### src/hdl/pws_scale.sv
// three-stage gain, offset, outer gain, rounding and saturation for one shape
module pws_scale (
  input  logic               clk,
  input  logic               en,
  input  logic signed [15:0] shape,
  input  logic signed [15:0] gain,
  input  logic signed [15:0] level_offset,
  input  logic signed [15:0] outer_gain,
  output logic signed [15:0] y
);

  logic signed [31:0] m1_r;
  logic signed [15:0] off_r;
  logic signed [15:0] og_r;
  logic signed [49:0] m2_r;
  logic signed [15:0] y_r;
  logic signed [33:0] inner;
  logic signed [49:0] rnd;
  logic signed [20:0] y21;
  logic signed [15:0] y_nxt;

  // offset joins in Q17 units, then the outer gain
  assign inner = 34'(m1_r) + (34'(off_r) <<< 17);

  // round half up and saturate
  always_comb begin
    rnd = m2_r + 50'sd268435456;
    y21 = rnd[49:29];
    if (y21 > 21'sd32767) y_nxt = 16'sd32767;
    else if (y21 < -21'sd32768) y_nxt = -16'sd32768;
    else y_nxt = y21[15:0];
  end

  always_ff @(posedge clk) begin
    if (en) begin
      m1_r  <= 32'(shape) * 32'(gain);
      off_r <= level_offset;
      og_r  <= outer_gain;
      m2_r  <= 50'(inner) * 50'(og_r);
      y_r   <= y_nxt;
    end
  end

  assign y = y_r;

endmodule

### config.mk
export PLATFORM = sky130hd
export DESIGN_NAME = pws_scale
export DESIGN_NICKNAME = d
export VERILOG_FILES = /design/src/hdl/pws_scale.sv
export SDC_FILE = /design/constraint.sdc
export NUM_CORES = 2
export LEC_CHECK = 0
export BUFFER_PORTS_ARGS = -buffer_cell sky130_fd_sc_hd__buf_4
export CAP_MARGIN = 20
export CORE_UTILIZATION = 45
export DETAILED_ROUTE_END_ITERATION = 10
export REMOVE_ABC_BUFFERS = 1
export SYNTH_ARGS = -nofsm -noshare
export SYNTH_HDL_FRONTEND = slang
export SYNTH_SLANG_ARGS = --single-unit
### constraint.sdc
create_clock -name clk -period 8.1 [get_ports clk]
set_input_delay 0.405 -clock clk [delete_from_list [all_inputs] [get_ports clk]]
set_output_delay 0.405 -clock clk [all_outputs]
set_load 0.02 [all_outputs]
Yosys cells after proc, flatten, opt, wreduce, memory -nomap -nowiden

Cells that the tools add are included.

Add/sub/neg operators: 2
Multiply operators: 2
$lt $le $gt $ge: 2
Mux-type cells: 1

Operators by type and width:

| cell                                                 | count |
|---|---|
| adder 50 x 30 -> 50 bit, second input constant       | 1 |
| multiplier 34 x 16 -> 50 bit                         | 1 |
| adder 32 x 33 -> 34 bit                              | 1 |
| multiplier 16 x 16 -> 32 bit                         | 1 |
| > comparator 21 x 16 -> 1 bit, second input constant | 1 |
| < comparator 21 x 16 -> 1 bit, second input constant | 1 |
| 2-to-1 mux 16 bit                                    | 1 |

Register bits: 130
Bits of input ports: 66
Output and inout bits: 16
Logic and storage cells: 12

Depth between registers and ports, before layout

Depth after elaboration: 3
Depth in mapped cells: 38
Mapped depth without buffers: 38

Worst setup path after synthesis

No wires, ideal clock.

Kind: register to register
From: register m1_r[17]
To: register m2_r[43], data pin
Library setup time: 0.258 ns
Arrival time: 7.782 ns
Data required time: 7.842 ns
Setup slack: 0.060 ns
Cell stages (with the launch flop): 38
Period minus slack after synthesis: 8.040 ns
Cells stage by stage: edfxtp_1 ha_1 inv_1 fa_1 nor2b_1 o21ai_1 a21boi_1 o21ai_1 a21boi_0 o21ai_1 a21boi_0 o21ai_1 a21o_1 a21oi_2 o32ai_2 buf_2 and2_1 fa_1 [... 2 more ...] inv_1 fa_1 inv_1 fa_1 fa_1 fa_1 inv_1 ha_1 a21o_1 a21o_1 o21bai_1 and4_1 o21ai_2 a21oi_2 or2_1 a21o_1 a21oi_2 xnor2_1

Longest elaborated chain between the ends: 2

RTL lines:

| item                         | line | RTL |
|---|---|---|
| start: declaration           | 12   | `logic signed [31:0] m1_r;` |
| start signal: assignment     | 36   | `m1_r <= 32'(shape) * 32'(gain);` |
| adder 32 x 33 -> 34 bit      | 23   | `assign inner = 34'(m1_r) + (34'(off_r) <<< 17);` |
| multiplier 34 x 16 -> 50 bit | 39   | `m2_r <= 50'(inner) * 50'(og_r);` |
| end signal: assignment       | 39   |  |
| end: declaration             | 15   | `logic signed [49:0] m2_r;` |

No other way between the ends.
A chain may end at the register's enable or synchronous reset.

Final worst setup path

From: register m1_r[18]
To: register m2_r[45], data pin

The elaborated chain is that of the path after synthesis.

==> results.py <==
metrics = {
    "detailed_routing": {
        "drc_errors": 0,
        "wl_met3_um": 3250,
        "drt-pass1-iter-count": 5,
        "via_count": 21608,
        "ant_nets": 0,
        "top_layer_used": "met5",
        "wl_met2_um": 34500,
        "via_per_inst": 4.93,
        "wl_met1_um": 33700,
        "wl_um": 72500,
        "wl_per_cell_um": 16.6,
        "first_iter_violations": 1122,
    },
    "grt": {
        "grt_pass1_vias": 23868,
        "grt_max_degree": 66,
        "grt_pass1_wl_um": 123000,
        "track_usage": 0.216,
        "antenna_found_initial": 6,
        "gr-total-overflow": 0,
    },
    "hold_path": {
        "hp-start": "level_offset[15]",
        "hold_end": "off_r[15]",
        "hold_depth": 1,
        "hp-class": "in2reg",
    },
    "final_layout": {
        "syn2layout_area_growth_pct": 7.79,
        "layout_commonest_cell": "inv_1",
        "ff_latch_area_mm2": 0.00306,
        "diodes": 0,
        "drive_gt1_frac": 0.0788,
        "final_nets": 4490,
        "nFillCells": 6633,
        "mostFrequentLayoutCells": "inv_1, fa_1, nand2_1",
        "multi_input_area_mm2": 0.0255,
    },
    "logic_synthesis": {
        "netlist_area_mm2": 0.0321,
        "synth-main-ff-cell": "edfxtp_1",
        "synthArstFlopShare": 0,
        "synth.distinct_cells": 69,
        "synth_edf_count": 102,
        "yosysWarnings": 0,
        "avgSynthCellArea_um2": 9.46,
        "synthCells": 3393,
        "synth-seq-cells": 102,
        "ys_seq_area_frac": 0.0954,
    },
    "sta": {
        "setup_viol": 0,
        "tightest_slew_ns": 1.11,
        "timing.fmax_ghz": 0.126,
        "relSlewSlack": 0.261,
        "finalWorstSetupSlack_ns": 0.159,
        "slew_violations": 0,
        "hold_viol": 0,
        "finalCritPeriodShare": 0.980,
        "skew_ns": 0.0219,
        "period_minus_slack_ns": 7.94,
        "rsz0062_at_grt": "yes",
    },
    "clock_network": {
        "clock_latency_ns": 0.38,
        "htree_levels": 3,
        "cts_tree": "built",
        "root_buffer": "clkbuf_16",
        "numCtsBuffers": 9,
        "clkTransAtPathRegs_ns": 0.09,
        "clock-sinks": 102,
        "clk_path_buf_depth": 2,
    },
    "setup_path": {
        "critPathLaunchType": "register",
        "r2r-start": "m1_r[18]",
        "r2r_cells": 33,
        "cp_slowest_cell": "fa_1",
        "path_max_fanout": 20,
        "crit_arrival_ns": 8.08,
        "crit_top_cell": "fa_1",
        "ff2ff_setup_slack_ns": 0.16,
        "max_stage_delay_ns": 0.56,
        "crit_required_ns": 8.24,
        "criticalPathCategory": "reg2reg",
        "r2r-end": "m2_r[45]",
        "cp-end-kind": "register",
    },
    "floorplan": {
        "io_pins": 82,
        "coreArea_mm2": 0.0703,
        "die_h_um": 269,
        "die_w_um": 269,
        "fp-row-count": 97,
        "dieArea_mm2": 0.0724,
        "initial_core_util": 0.457,
    },
    "run_status": {
        "status": "complete, no violations",
    },
    "job": {
        "drv_cap": 0,
    },
    "placed_design": {
        "gp_congestion": 0.844,
        "place_ws_ns": -0.175,
        "io_buffer_count": 81,
        "place.detailed.hpwl_um": 60300,
    },
}
==> area by class of cell <==
cell class,instances,area share
Inverter,852,0.0924
Multi-Input combinational cell,2289,0.736
Clock buffer,9,0.00651
Timing Repair Buffer,180,0.0399
Tap cell,940,0.0340
Clock inverter,7,0.00217
Sequential cell,102,0.0885
==> worst max-delay path, delay by kind of cell (launching register included) <==
kind | cells | cell delay [ns]
and+or+nand+nor | 3 | 0.39
AOI/OAI and AO/OA | 16 | 2.43
adders and majority gates | 8 | 3.64
DFF | 1 | 0.39
xor gates and xnor gates | 1 | 0.12
buffers and inverters | 5 | 0.68
==> cell usage after synthesis, types with 3 or more instances <==
cell	number	area share
a211oi_1	5	0.0012
a21boi_0	5	0.0012
a21o_1	22	0.0051
a21oi_1	48	0.0075
a21oi_2	10	0.0027
a311o_1	6	0.0019
a31oi_1	6	0.0012
and2_1	259	0.050
and3_1	13	0.0025
and4_1	3	0.00082
buf_2	7	0.0011
clkbuf_1	140	0.016
edfxtp_1	102	0.095
fa_1	776	0.48
ha_1	214	0.083
inv_1	852	0.10
nand2_1	513	0.060
nand2b_1	50	0.0097
nand3_1	49	0.0076
nand4_1	6	0.0012
nor2_1	49	0.0057
nor2b_1	27	0.0053
nor3_1	9	0.0014
nor4_1	6	0.0012
o211a_1	10	0.0031
o211ai_1	7	0.0016
o21a_1	5	0.0012
o21ai_0	41	0.0064
o21ai_1	12	0.0019
o21ai_2	4	0.0011
o21bai_1	5	0.0012
o31ai_1	3	0.00070
xnor2_1	60	0.016
xor2_1	28	0.0076
==> worst max-delay path by stage <==
stage	startpoint	endpoint	slack [ns]	depth (start not counted)
finish	m1_r[18]	m2_r[45]	0.16	33
global route	m1_r[17]	m2_r[45]	-0.24	34
CTS	m1_r[17]	m2_r[49]	0.004	37
detailed placement	m1_r[17]	m2_r[49]	-0.17	36
global placement	m1_r[17]	m2_r[43]	-0.12	36
floorplan	m1_r[18]	m2_r[43]	-0.06	33
==> logic make-up (layout without fill, tap and decap cells) <==
group	count (synthesis)	after routing	share of synthesized area
and+or+nand+nor	996	996	0.149
DFF	102	102	0.0954
AOI/OAI and AO/OA	212	212	0.0454
xor gates and xnor gates	89	89	0.0245
muxes	2	2	0.000663
buffers and inverters	1002	1048	0.118
adders and majority gates	990	990	0.567
==> metal layers <==
metal  vias up  track usage
met4        12       0.0379
met3        59       0.0297
met5         -            0
li1      10016            -
met1     11132        0.301
met2       389        0.364
==> registers in the layout (all words and copies together) (netlist names) <==
signal and count:
m1_r 32, m2_r 22, off_r 16, og_r 16, y 16
==> per-stage QoR <==
stage	instances	hold WS, ns	utilization	setup TNS [ns]	area [um^2]
6_report	4379	0.192	0.492	0	34600
5_1_grt	4379	0.181	0.492	-1.61	34600
4_1_cts	4375	0.175	0.489	0	34300
3_5_place_dp	4355	0.584	0.484	-0.945	34000
3_3_place_gp	4355	0.585	0.484	-0.599	34000
2_1_floorplan	3243	0.504	-	-0.103	31500
==> timing repair <==
item	CTS	global route
resized for setup	11	54
endpoints found under the setup margin	8	15
pin swaps	20	45
buffers inserted	4	5
hold buffers	0	0
Power is left out: the tool's default activity adds up to more than one toggle a clock period on the data nets, which glitch-free logic cannot reach.
